<file path="src/sv/lpt_pkg.sv">
// lpt_pkg: shared types and codes of the ipv6 longest prefix table
// used by lpt_cell and ipv6_longest_prefix_table_core, no dependencies
package lpt_pkg;

  // request operation codes
  localparam logic [1:0] OP_ADD    = 2'd0;
  localparam logic [1:0] OP_DELETE = 2'd1;
  localparam logic [1:0] OP_LOOKUP = 2'd2;

  // result status codes
  localparam logic [1:0] ST_OK        = 2'd0;
  localparam logic [1:0] ST_NOT_FOUND = 2'd1;
  localparam logic [1:0] ST_FULL      = 2'd2;

  localparam logic [7:0] MAX_PREFIX = 8'd128;

  // request key, broadcast to every cell while a scan runs
  typedef struct packed {
    logic [1:0]  op;
    logic [3:0]  srv;
    logic [63:0] addr_high;
    logic [63:0] addr_low;
    logic [7:0]  len;
  } key_t;

  // scan token, handed from cell to cell
  typedef struct packed {
    logic       active;
    logic       found;
    logic [3:0] best_srv;
    logic [7:0] best_len;
    logic       hit;
    logic       free;
  } tok_t;

  // table update issued when the token leaves the last cell
  typedef struct packed {
    logic add;
    logic del;
  } wr_t;

endpackage

</file>
<file path="src/sv/lpt_cell.sv">
// lpt_cell: one table entry plus its stage of the scan chain
// depends on lpt_pkg
module lpt_cell (
  input  logic          clk,
  input  logic          rst_n,
  input  lpt_pkg::key_t key,
  input  lpt_pkg::wr_t  wr,
  input  lpt_pkg::tok_t tok_in,
  output lpt_pkg::tok_t tok_out
);

  logic          vld_r;
  logic [63:0]   hi_r;
  logic [63:0]   lo_r;
  logic [7:0]    len_r;
  logic [3:0]    srv_r;
  logic          hit_here_r;
  logic          free_here_r;
  lpt_pkg::tok_t tok_r;

  lpt_pkg::tok_t tok_nxt;
  logic          hit_here_nxt;
  logic          free_here_nxt;
  logic [127:0]  ent_addr;
  logic [127:0]  key_addr;
  logic [127:0]  mask;
  logic          exact;
  logic          match;
  logic          better;

  // entry compare against the broadcast key
  always_comb begin
    ent_addr = {hi_r, lo_r};
    key_addr = {key.addr_high, key.addr_low};
    // leading len_r bits set, bit 127 first
    mask     = ~({128{1'b1}} >> len_r);
    exact    = vld_r && (srv_r == key.srv) && (len_r == key.len) && (ent_addr == key_addr);
    match    = vld_r && (((ent_addr ^ key_addr) & mask) == '0);
    better   = !tok_in.found || (len_r > tok_in.best_len) ||
               ((len_r == tok_in.best_len) && (srv_r > tok_in.best_srv));
  end

  // token update: best match, exact hit, first free slot
  always_comb begin
    tok_nxt = tok_in;
    if (match && better) begin
      tok_nxt.found    = 1'b1;
      tok_nxt.best_srv = srv_r;
      tok_nxt.best_len = len_r;
    end
    if (exact) begin
      tok_nxt.hit = 1'b1;
    end
    if (!vld_r) begin
      tok_nxt.free = 1'b1;
    end
    hit_here_nxt  = exact && !tok_in.hit;
    free_here_nxt = !vld_r && !tok_in.free;
  end

  // control state: valid bit, selection flags, token
  always_ff @(posedge clk) begin
    if (!rst_n) begin
      vld_r       <= 1'b0;
      hit_here_r  <= 1'b0;
      free_here_r <= 1'b0;
      tok_r       <= '0;
    end else begin
      tok_r <= tok_nxt;
      if (tok_in.active) begin
        hit_here_r  <= hit_here_nxt;
        free_here_r <= free_here_nxt;
      end
      if (wr.add && free_here_r) begin
        vld_r <= 1'b1;
      end
      if (wr.del && hit_here_r) begin
        vld_r <= 1'b0;
      end
    end
  end

  // entry payload, loaded on add into this slot
  always_ff @(posedge clk) begin
    if (wr.add && free_here_r) begin
      hi_r  <= key.addr_high;
      lo_r  <= key.addr_low;
      len_r <= key.len;
      srv_r <= key.srv;
    end
  end

  assign tok_out = tok_r;

endmodule

</file>
<file path="config.mk">
export PLATFORM = sky130hd
export DESIGN_NAME = lpt_cell
export DESIGN_NICKNAME = d
export VERILOG_FILES = /design/src/sv/lpt_pkg.sv /design/src/sv/lpt_cell.sv
export SDC_FILE = /design/constraint.sdc
export NUM_CORES = 1
export LEC_CHECK = 0
export ABC_AREA = 0
export BUFFER_PORTS_ARGS = -buffer_cell sky130_fd_sc_hd__buf_4
export CORE_MARGIN = 2
export CORE_UTILIZATION = 50
export DETAILED_ROUTE_END_ITERATION = 8
export PLACE_DENSITY = 0.74
export REMOVE_ABC_BUFFERS = 1
export SETUP_SLACK_MARGIN = 0.1
export SYNTH_ARGS = -nofsm -noshare
export SYNTH_HDL_FRONTEND = slang
export SYNTH_SLANG_ARGS = --single-unit
</file>
<file path="constraint.sdc">
create_clock -name clk -period 8 [get_ports clk]
set_clock_uncertainty 0.05 [all_clocks]
set_input_delay 0.4 -clock clk [delete_from_list [all_inputs] [get_ports clk]]
set_output_delay 0.4 -clock clk [all_outputs]
set_load 0.02 [all_outputs]
</file>
==> qor.txt, run 1 <==
LOGIC SYNTHESIS
--------------------------------------------------------------------------------
Post-synth top flop                                                 sky130_fd_sc_hd__edfxtp_1
Summed instance area of the synthesized netlist                       8540 sq um
Cells after Synth                                                            746
Mean post-synth cell area                                             11.5 sq um
Number of flip-flops and latches in the synthesized netlist                  159
Seq/Total Area, Yosys                                                      53.7%
Ys async rst share                                                            0%
Leading area contributor after synthesis                            sky130_fd_sc_hd__edfxtp_1
Post-synth EDFFs                                                             140
Main area contributors after synthesis                              sky130_fd_sc_hd__edfxtp_1, sky130_fd_sc_hd__xnor2_1, sky130_fd_sc_hd__dfxtp_1
Area share of the largest cell type after synthesis                        49.2%
Number of unique standard cell types used by synthesis                        70
Count of synthesis-stage warnings from yosys                                   0

CELLS AND AREA
--------------------------------------------------------------------------------
Synthesis-to-finish area growth                                            24.3%
Nets@finish                                                                 1092
Leading cell types in the layout, fill and taps excluded            sky130_fd_sc_hd__buf_4, sky130_fd_sc_hd__edfxtp_1, sky130_fd_sc_hd__xnor2_1
Fraction of final layout cells sized beyond drive strength 1               25.0%
Final cell count without fillers                                            1151
Most common cell after layout, fill and taps aside                  sky130_fd_sc_hd__buf_4
Number of antenna cells inserted                                               0

DETAILED ROUTING
--------------------------------------------------------------------------------
Remaining antenna violation count after routing                                0
First-pass detailed-route iteration total                                      6
Mean routed wirelength per cell                                     22.3 microns
Detailed-route DRC error count                                                 0
Detailed Route Iter0 Violations                                              863
Vias after detailed routing                                                 6836
Wirelength, routed                                                       25.6 mm
Vias per std cell                                                           5.94

CLOCK NETWORK
--------------------------------------------------------------------------------
TritonCTS clock tree                                                       built
Number of cells upsized or downsized after cts                                 0
Clock tree root driver cell                                         sky130_fd_sc_hd__clkbuf_16
Number of buffers inserted to repair setup after CTS                           0
Hold-fix buffer count after cts                                                0
Clk sink count                                                               159
# H-tree levels                                                                4
Inserted Clock Buffers                                                        17
Number of buffers on the longest clock path                                    2
Clk slew on worst S/H paths                                                60 ps
Worst-skew pair later-pin latency                                         430 ps

STA
--------------------------------------------------------------------------------
Count of endpoints failing hold in the final timing report                     0
Final period demand of the worst path                                    4450 ps
Final Hold Slack                                                          106 ps
Number of endpoints failing setup at the final stage                           0
Highest achievable clock rate                                            225 MHz
Worst max-slew margin expressed relative to the limit                      18.3%
Slew @ Worst Pin                                                         1210 ps
Setup tns final                                                             0 ps
Final period utilization                                                   55.6%
Number of pins exceeding their max-slew limit in the final report              0
Setup repair after global routing missed its margin                        false

GLOBAL ROUTE
--------------------------------------------------------------------------------
Number of global-route vias before repair                                   6738
Initial antenna violation count                                                0
Wire length of the first global-routing pass                             39.1 mm
Total congestion overflow after global routing                                 0
Total GRT Usage                                                            28.8%
Maximum number of pins on one net before global-route repair                  72

SETUP PATH
--------------------------------------------------------------------------------
Worst R2R Setup Slack                                                    3550 ps
Critical path capture point type                                            flop
R2R Path Start                                                          len_r[2]
Peak fanout along the critical path                                           20
Register-to-Register Path Depth                                                8
Kind of start point of the critical path                                    flop
Crit path kind                                                      flop to flop
Arrival time of the worst setup path                                     4750 ps
Critical Path RT                                                         8310 ps
Reg2Reg Capture Point                                                 tok_out[5]

WORST HOLD PATH
--------------------------------------------------------------------------------
Number of cells on the worst hold path                                         1
Endpoint of the worst hold path                                         lo_r[30]
Min-delay worst type                                                input port to flop
Launch point of the worst hold path                                      key[38]

DIE
--------------------------------------------------------------------------------
Die W                                                                135 microns
Die outline area                                                     18100 sq um
Y dimension of the die                                               135 microns
Placeable core region                                                16600 sq um
Count of pins on the block boundary                                          178
# rows                                                                        47
Initial core utilization                                                   51.3%

PWR
--------------------------------------------------------------------------------
Worst voltage drop across the vdd grid                                0.000144 V
Static leakage                                                        0.00382 uW
Pwr per Cell Area                                                    190 nW/um^2

PLACED DESIGN
--------------------------------------------------------------------------------
Post-DP HPWL                                                             19.3 mm
Global placement routability congestion                                    0.987
Dpl cells                                                                   1119
Number of port buffers                                                       175

RUN STATUS
--------------------------------------------------------------------------------
Status                                                              finished, final reports clean

JOB
--------------------------------------------------------------------------------
Max-cap violations                                                             0

-- synthesized netlist by cell type, drive strengths merged, types with 12 or more instances --
library cell / n
edfxtp: 140
xnor2: 99
nand2: 52
nor2: 43
xor2: 42
a21oi: 40
o21ai: 36
nand4: 29
nor3: 26
buf: 21
dfxtp: 19
inv: 19
mux2i: 13
nor4: 13
ha: 12
-- flip-flops by register name, summed over array words and instances, names as in the netlist --
name	flops
hi_r	64
lo_r	64
tok_out	16
len_r	8
srv_r	4
free_here_r	1
hit_here_r	1
vld_r	1
-- cell families after synthesis --
family,count (synthesis),synth area share [%]
and+or+nand+nor,213,13.3
DFF,159,53.7
AOI/OAI and AO/OA,157,12.4
xor gates and xnor gates,141,14.5
buffers and inverters,50,2.83
muxes,13,1.52
adders and majority gates,13,1.87
-- per-layer routing --
layer | wire length, microns | up-vias | track usage [%]
met3 | 2320 | 58 | 6.83
li1 | - | 3130 | -
met2 | 11600 | 395 | 44.3
met5 | 0 | - | 0
met4 | 701 | 0 | 11.4
met1 | 11000 | 3253 | 39.6
-- cell type report --
cell class,count,area [sq um]
multi-input combinational,537,3720
tap,220,275
inverter,19,71.3
clock buffer,17,425
timing repair buffer,184,1380
fill,1339,6030
clock inverter,15,159
sequential,159,4580
-- how the worst max path moves through the flow --
stage | startpoint | slack (ps) | cells after the start | to
2_1_floorplan | wr[1] | 3830 | 1 | hi_r[0]
3_3_place_gp | len_r[2] | 3800 | 8 | tok_out[10]
3_5_place_dp | len_r[2] | 3730 | 9 | tok_out[11]
4_1_cts | len_r[2] | 3720 | 9 | tok_out[5]
5_1_grt | len_r[2] | 3370 | 8 | tok_out[4]
6_report | len_r[2] | 3550 | 8 | tok_out[5]
-- through the flow --
step / utilization, % / cell area [sq um] / setup WS, ps / power (uW)
after detailed placement: 60.3 / 10000 / 3730 / 1220
after global routing: 63.8 / 10600 / 3370 / 2070
final: 63.8 / 10600 / 3550 / 2010
after global placement: 60.3 / 10000 / 3800 / 1210
after CTS: 63.8 / 10600 / 3720 / 2020
after floorplan: - / 8370 / 3830 / 1080
-- critical path: stages, from the launching register on --
cell	delay (ps)
sky130_fd_sc_hd__edfxtp_1	720
sky130_fd_sc_hd__nor4_1	1130
sky130_fd_sc_hd__nor2_1	120
sky130_fd_sc_hd__a211oi_1	280
sky130_fd_sc_hd__nand4_1	130
sky130_fd_sc_hd__nor4b_1	380
sky130_fd_sc_hd__a31oi_1	280
sky130_fd_sc_hd__nor4_4	990
sky130_fd_sc_hd__mux2i_1	280
-- power breakdown --
| part | total [uW] | switching (uW) | internal (uW) | leakage, uW |
|---|---|---|---|---|
| Combinational | 260 | 141 | 119 | 0.00211 |
| Sequential | 942 | 11.8 | 930 | 0.00143 |
| Clock | 812 | 350 | 462 | 0.000280 |
Note: power is estimated with default switching activity, not from simulation.
==> inputs of run 2 (changes only) <==
==> constraint.sdc (replaced) <==
create_clock -name clk -period 4.4 [get_ports clk]
set_clock_uncertainty 0.05 [all_clocks]
set_input_delay 0.22 -clock clk [delete_from_list [all_inputs] [get_ports clk]]
set_output_delay 0.22 -clock clk [all_outputs]
set_load 0.02 [all_outputs]
==> run 2 against run 1 <==
Compared with the run above:
- power rose by 86%
- die area did not move
- critical path type unchanged
- design area is 15% higher
- non-clock buffer count rose by 162
- highest routed layer is now met5
==> qor.txt, run 2 (same netlist as run 1, synthesis figures left out) <==
DIE
--------------------------------------------------------------------------------
# rows                                                                        47   unchanged
Initial core utilization                                                   51.3%   unchanged
Y dimension of the die                                               135 microns   unchanged
Placeable core region                                                16600 sq um   unchanged
Die outline area                                                     18100 sq um   unchanged
Die W                                                                135 microns   unchanged
Count of pins on the block boundary                                          178   unchanged

STA
--------------------------------------------------------------------------------
Final period utilization                                                   86.6%   was 55.6%
Number of pins exceeding their max-slew limit in the final report              0   unchanged
Setup tns final                                                             0 ps   unchanged
Final period demand of the worst path                                    3810 ps   was 4450 ps
Highest achievable clock rate                                            262 MHz   was 225 MHz
Number of endpoints failing setup at the final stage                           0   unchanged
Worst max-slew margin expressed relative to the limit                      41.3%   was 18.3%
Count of endpoints failing hold in the final timing report                     0   unchanged
Minimum setup slack in the final design                                   588 ps   was 3550 ps
Slew @ Worst Pin                                                          881 ps   was 1210 ps
Setup repair after global routing missed its margin                        false   unchanged

CELLS AND AREA
--------------------------------------------------------------------------------
Fraction of final layout cells sized beyond drive strength 1               21.7%   was 25.0%
Most common cell after layout, fill and taps aside                  sky130_fd_sc_hd__buf_4   unchanged
Fillers                                                                     1098   was 1339
Synthesis-to-finish area growth                                            42.9%   was 24.3%
Core occupancy in the finished layout                                      73.4%   was 63.8%
Nets@finish                                                                 1254   was 1092
Leading cell types in the layout, fill and taps excluded            sky130_fd_sc_hd__buf_4, sky130_fd_sc_hd__dlygate4sd3_1, sky130_fd_sc_hd__edfxtp_1   was sky130_fd_sc_hd__buf_4, sky130_fd_sc_hd__edfxtp_1, sky130_fd_sc_hd__xnor2_1

DETAILED ROUTING
--------------------------------------------------------------------------------
Vias after detailed routing                                                 7613   was 6836
Wirelength, routed                                                       29.6 mm   was 25.6 mm
First-pass detailed-route iteration total                                      8   was 6
Detailed Route Iter0 Violations                                              854   was 863
Vias per std cell                                                           5.80   was 5.94
Remaining antenna violation count after routing                                0   unchanged
Detailed-route DRC error count                                                 0   unchanged
Mean routed wirelength per cell                                     22.5 microns   was 22.3 microns

SETUP PATH
--------------------------------------------------------------------------------
R2R Path Start                                                          len_r[0]   was len_r[2]
Worst setup path startpoint                                             len_r[0]   was len_r[2]
Crit path kind                                                      flop to flop   unchanged
Kind of start point of the critical path                                    flop   unchanged
Arrival time of the worst setup path                                     4110 ps   was 4750 ps
Peak fanout along the critical path                                           17   was 20
Critical path capture point type                                            flop   unchanged
Critical Path RT                                                         4700 ps   was 8310 ps

RUN STATUS
--------------------------------------------------------------------------------
Status                                                              finished, final reports clean   unchanged

GLOBAL ROUTE
--------------------------------------------------------------------------------
Wire length of the first global-routing pass                             44.2 mm   was 39.1 mm
Maximum number of pins on one net before global-route repair                  83   was 72
Total congestion overflow after global routing                                 0   unchanged
Total GRT Usage                                                            32.5%   was 28.8%
Initial antenna violation count                                                2   was 0
Number of global-route vias before repair                                   7806   was 6738

CLOCK NETWORK
--------------------------------------------------------------------------------
# H-tree levels                                                                4   unchanged
Worst-skew pair later-pin latency                                         430 ps   about the same
Inserted Clock Buffers                                                        17   unchanged
Clk slew on worst S/H paths                                                70 ps   was 60 ps
Number of buffers inserted to repair setup after CTS                           0   unchanged
TritonCTS clock tree                                                       built   unchanged
Number of buffers on the longest clock path                                    2   unchanged
Clk sink count                                                               159   unchanged
Clock tree root driver cell                                         sky130_fd_sc_hd__clkbuf_16   unchanged

JOB
--------------------------------------------------------------------------------
Max-cap violations                                                             0   unchanged

PWR
--------------------------------------------------------------------------------
Worst voltage drop across the vdd grid                                0.000273 V   was 0.000144 V
Pwr per Cell Area                                                    307 nW/um^2   was 190 nW/um^2
Static leakage                                                        0.00450 uW   was 0.00382 uW

PLACED DESIGN
--------------------------------------------------------------------------------
Number of port buffers                                                       175   unchanged
Minimum setup slack after placement                                       812 ps   was 3730 ps
Global placement routability congestion                                    0.971   was 0.987
Post-DP HPWL                                                             20.0 mm   was 19.3 mm

WORST HOLD PATH
--------------------------------------------------------------------------------
Min-delay worst type                                                input port to flop   unchanged
Launch point of the worst hold path                                    tok_in[2]   was key[38]

run 2: cell count changes in the layout (fill, tap and decap cells not counted), sizes merged:
cell,before,now
buf,184,194
clkinv,6,8
diode,0,2
dlygate4sd3,0,152
inv,23,19
run 2: final timing paths:
check                           cells past startpoint  slack, ps    endpoint
worst max register to register                      9        590  tok_out[5]
worst min-delay path                                3          4  tok_out[2]
worst max-delay path                                9        590  tok_out[5]
worst min register to register                      2        440  hit_here_r
run 2: cell type report:
type                            instances  area, sq um  area share, %
Tap cell                              220          275           2.25
Multi-Input combinational cell        537         3720           30.5
Clock buffer                           17          425           3.48
Sequential cell                       159         4580           37.5
Timing Repair Buffer                  346         3000           24.6
Inverter                               19         71.3          0.584
Antenna cell                            2         5.00         0.0410
Clock inverter                         13          125           1.02
run 2: critical path: stages (launching register included):
cell and delay (ps):
sky130_fd_sc_hd__edfxtp_1 750, sky130_fd_sc_hd__a311oi_2 840, sky130_fd_sc_hd__o32ai_1 160, sky130_fd_sc_hd__a211oi_1 250, sky130_fd_sc_hd__nand4_1 130, sky130_fd_sc_hd__nor4b_1 420
sky130_fd_sc_hd__a31oi_1 280, sky130_fd_sc_hd__nor4_4 310, sky130_fd_sc_hd__buf_4 280, sky130_fd_sc_hd__mux2i_1 240
run 2: power by group:
group	total, uW	leakage [uW]	switching (uW)	internal, uW
clock	1430	0.000261	611	819
combinational	599	0.00280	291	308
sequential	1720	0.00143	25.3	1690
total	3750	0.00450	928	2820
run 2: what timing repair did:
item,CTS,global route
hold endpoints to repair,152,0
gates resized for setup,0,0
hold buffers,152,0
run 2: metrics by stage:
step	instance area, sq um	hold WS [ps]	instances	power [uW]
floorplan	8370	269	715	1970
global placement	10100	364	1129	2210
detailed placement	10100	366	1129	2220
CTS	12200	2.75	1311	3730
global route	12200	3.59	1312	3850
finish	12200	4.08	1313	3750
run 2: per-layer routing:
metal,share of wire [%],vias up,global-route usage (%)
li1,-,3456,-
met1,41,3657,42.4
met2,49,430,54.4
met3,7.9,68,6.94
met4,2.7,2,10.6
met5,0.027,-,0
==> inputs of run 3 (changes only) <==
--- a/config.mk
+++ b/config.mk
@@ -8,10 +8,9 @@
 export ABC_AREA = 0
 export BUFFER_PORTS_ARGS = -buffer_cell sky130_fd_sc_hd__buf_4
 export CORE_MARGIN = 2
-export CORE_UTILIZATION = 50
+export CORE_UTILIZATION = 55
 export DETAILED_ROUTE_END_ITERATION = 8
-export PLACE_DENSITY = 0.74
-export REMOVE_ABC_BUFFERS = 1
+export PLACE_DENSITY = 0.8
 export SETUP_SLACK_MARGIN = 0.1
 export SYNTH_ARGS = -nofsm -noshare
 export SYNTH_HDL_FRONTEND = slang
==> run 3 against run 2 <==
Compared with the run above:
- the flow now finishes with violations (negative hold slack)
- power increased by 3.3%
- flip-flop and latch count unchanged
- core utilization increased by 7.1 points
- largest power group unchanged
- critical endpoint is now tok_out[8]
==> qor.txt, run 3 (same netlist as run 1, synthesis figures left out) <==
LOGIC SYNTHESIS
--------------------------------------------------------------------------------
Synthesized net count                                                        920

STA
--------------------------------------------------------------------------------
Slew @ Worst Pin                                                          836 ps   was 881 ps
Setup tns final                                                             0 ps   unchanged
Final period utilization                                                   86.1%   was 86.6%
Final period demand of the worst path                                    3790 ps   was 3810 ps
Setup repair after global routing missed its margin                        false   unchanged
Highest achievable clock rate                                            264 MHz   was 262 MHz
Final Hold Slack                                                        -1.35 ps   was 4.08 ps
Count of endpoints failing hold in the final timing report                     1   was 0
Worst max-slew margin expressed relative to the limit                      44.2%   was 41.3%
Number of endpoints failing setup at the final stage                           0   unchanged
Number of pins exceeding their max-slew limit in the final report              0   unchanged

CLOCK NETWORK
--------------------------------------------------------------------------------
Inserted Clock Buffers                                                        17   unchanged
Clock tree root driver cell                                         sky130_fd_sc_hd__clkbuf_16   unchanged
Number of buffers on the longest clock path                                    2   unchanged
Number of cells upsized or downsized after cts                                 0   unchanged
Clk slew on worst S/H paths                                                70 ps   about the same
Clk sink count                                                               159   unchanged
Number of buffers inserted to repair setup after CTS                           0   unchanged
TritonCTS clock tree                                                       built   unchanged
# H-tree levels                                                                4   unchanged
Worst-skew pair later-pin latency                                         440 ps   was 430 ps

DETAILED ROUTING
--------------------------------------------------------------------------------
First-pass detailed-route iteration total                                      8   unchanged
Vias after detailed routing                                                 7996   was 7613
Detailed Route Iter0 Violations                                             1089   was 854
Wirelength, routed                                                       31.8 mm   was 29.6 mm
Remaining antenna violation count after routing                                0   unchanged
Vias per std cell                                                           6.22   was 5.80
Detailed-route DRC error count                                                 0   unchanged
Mean routed wirelength per cell                                     24.7 microns   was 22.5 microns

PLACED DESIGN
--------------------------------------------------------------------------------
Global placement routability congestion                                     1.00   was 0.971
Post-DP HPWL                                                             20.6 mm   was 20.0 mm
Number of port buffers                                                       175   unchanged

SETUP PATH
--------------------------------------------------------------------------------
R2R Path Start                                                          len_r[2]   was len_r[0]
Critical path capture point type                                            flop   unchanged
Crit path kind                                                      flop to flop   unchanged
Register-to-Register Path Depth                                               10   was 9
Arrival time of the worst setup path                                     4100 ps   was 4110 ps
Reg2Reg Capture Point                                                 tok_out[8]   was tok_out[5]
Worst R2R Setup Slack                                                     610 ps   was 590 ps
Critical-path cell list                                             buf_4 -> and2_1 -> o21ai_0 -> o2111ai_1 -> o41ai_1 -> and3_1 -> nand4_1 -> nor4_4 -> buf_12 -> mux2i_1   was a311oi_2 -> o32ai_1 -> a211oi_1 -> nand4_1 -> nor4b_1 -> a31oi_1 -> nor4_4 -> buf_4 -> mux2i_1
Critical Path RT                                                         4710 ps   was 4700 ps
Worst setup path startpoint                                             len_r[2]   was len_r[0]
Peak fanout along the critical path                                           21   was 17
Cell with the largest stage delay on the worst path                 sky130_fd_sc_hd__edfxtp_1   was sky130_fd_sc_hd__a311oi_2
Kind of start point of the critical path                                    flop   unchanged
Slowest cell delay on critical path                                       710 ps   was 840 ps
End point of the critical path                                        tok_out[8]   was tok_out[5]

DIE
--------------------------------------------------------------------------------
Die outline area                                                     16500 sq um   was 18100 sq um
Initial core utilization                                                   56.2%   was 51.3%
Placeable core region                                                15200 sq um   was 16600 sq um
Die W                                                                129 microns   was 135 microns
Y dimension of the die                                               129 microns   was 135 microns
# rows                                                                        45   was 47
Count of pins on the block boundary                                          178   unchanged

JOB
--------------------------------------------------------------------------------
Max-cap violations                                                             0   unchanged

PWR
--------------------------------------------------------------------------------
Combinational group share of total power                                   15.8%   was 16.0%
Internal power component                                                 2850 uW   was 2820 uW
Switching fraction of total power                                          26.3%   was 24.8%
Worst voltage drop across the vdd grid                                0.000298 V   was 0.000273 V
Pwr per Cell Area                                                    316 nW/um^2   was 307 nW/um^2
Switching pwr                                                            1020 uW   was 928 uW
Part of the total power dissipated in the clock network                    39.8%   was 38.2%
Static leakage                                                        0.00454 uW   was 0.00450 uW
Sequential share of power                                                  44.4%   was 45.8%

GLOBAL ROUTE
--------------------------------------------------------------------------------
Maximum number of pins on one net before global-route repair                  86   was 83
Total GRT Usage                                                            38.7%   was 32.5%
Total congestion overflow after global routing                                 0   unchanged
Initial antenna violation count                                                1   was 2
Number of global-route vias before repair                                   8056   was 7806
Wire length of the first global-routing pass                             46.9 mm   was 44.2 mm

CELLS AND AREA
--------------------------------------------------------------------------------
Synthesis-to-finish area growth                                            43.2%   was 42.9%
Fraction of final layout cells sized beyond drive strength 1               22.4%   was 21.7%
Nets@finish                                                                 1257   was 1254
Fillers                                                                      841   was 1098
Most common cell after layout, fill and taps aside                  sky130_fd_sc_hd__buf_4   unchanged
Core occupancy in the finished layout                                      80.5%   was 73.4%
Leading cell types in the layout, fill and taps excluded            sky130_fd_sc_hd__buf_4, sky130_fd_sc_hd__dlygate4sd3_1, sky130_fd_sc_hd__edfxtp_1   unchanged

RUN STATUS
--------------------------------------------------------------------------------
Status                                                              complete, but fails checks   was finished, final reports clean
Failing checks                                                      negative hold slack

WORST HOLD PATH
--------------------------------------------------------------------------------
Min-delay worst type                                                input port to flop   unchanged

-- run 3: cell types whose count changed in the layout (fill, tap and decap cells not counted) --
| cell | previous run | this run |
|---|---|---|
| sky130_fd_sc_hd__clkinv_1 | 4 | 1 |
| sky130_fd_sc_hd__clkinv_4 | 2 | 4 |
| sky130_fd_sc_hd__clkinv_2 | 2 | 0 |
| sky130_fd_sc_hd__inv_6 | 0 | 5 |
| sky130_fd_sc_hd__dlygate4sd3_1 | 152 | 151 |
| sky130_fd_sc_hd__clkinvlp_4 | 3 | 1 |
| sky130_fd_sc_hd__buf_4 | 192 | 196 |
| sky130_fd_sc_hd__inv_8 | 0 | 2 |
-- run 3: final cells by class --
class / instances / area [sq um] / area share (%)
Timing Repair Buffer: 349 / 3020 / 24.7
Clock inverter: 15 / 173 / 1.41
Tap cell: 188 / 235 / 1.92
Inverter: 19 / 71.3 / 0.583
Multi-Input combinational cell: 537 / 3720 / 30.4
Antenna cell: 2 / 5.00 / 0.0409
Clock buffer: 17 / 425 / 3.48
Sequential cell: 159 / 4580 / 37.5
-- run 3: worst max-delay path: cells and delay by family, from the launching register on --
kind / cells / cell delay, ps
buffers and inverters: 2 / 560
multiplexers: 1 / 220
AND/OR/NAND/NOR: 4 / 1060
flip-flops: 1 / 710
AO/OA/AOI/OAI: 3 / 1110
-- run 3: stage by stage --
stage	area [sq um]	power (uW)	std cells	hold WS, ps	setup slack [ps]
CTS	12200	3810	1284	1.85	699
floorplan	8540	1980	746	269	289
global placement	10100	2210	1101	364	837
finish	12200	3870	1286	-1.35	612
detailed placement	10100	2220	1101	366	714
global route	12200	3950	1285	13.9	501
-- run 3: worst min path at each step --
stage	slack, ps	cells after the start	end	from
after floorplan	270	0	hi_r[0]	key[72]
final	-1	3	tok_out[4]	tok_in[4]
after global placement	360	1	lo_r[40]	key[48]
after detailed placement	370	1	lo_r[29]	key[37]
after CTS	2	3	tok_out[7]	tok_in[7]
after global routing	10	3	tok_out[4]	tok_in[4]
-- run 3: timing repair --
item,in CTS,in global routing
endpoints found under the hold margin,151,0
setup endpoints to repair,0,0
hold buffers,151,0
-- run 3: power groups by stage --
stage               logic (uW)  clock network (uW)  registers (uW)
floorplan                  222                   0            1750
global placement           466                   0            1750
detailed placement         472                   0            1750
CTS                        583                1510            1720
global route               644                1580            1720
finish                     612                1540            1720
-- run 3: routing by layer --
layer	track usage [%]	vias up	wire length (microns)	part of all wire, %
met5	0	-	0	0
met4	17.9	0	1530	4.8
met3	10.5	123	3410	11
met2	64.7	622	15200	48
met1	47.0	3785	11700	37
li1	-	3466	-	-
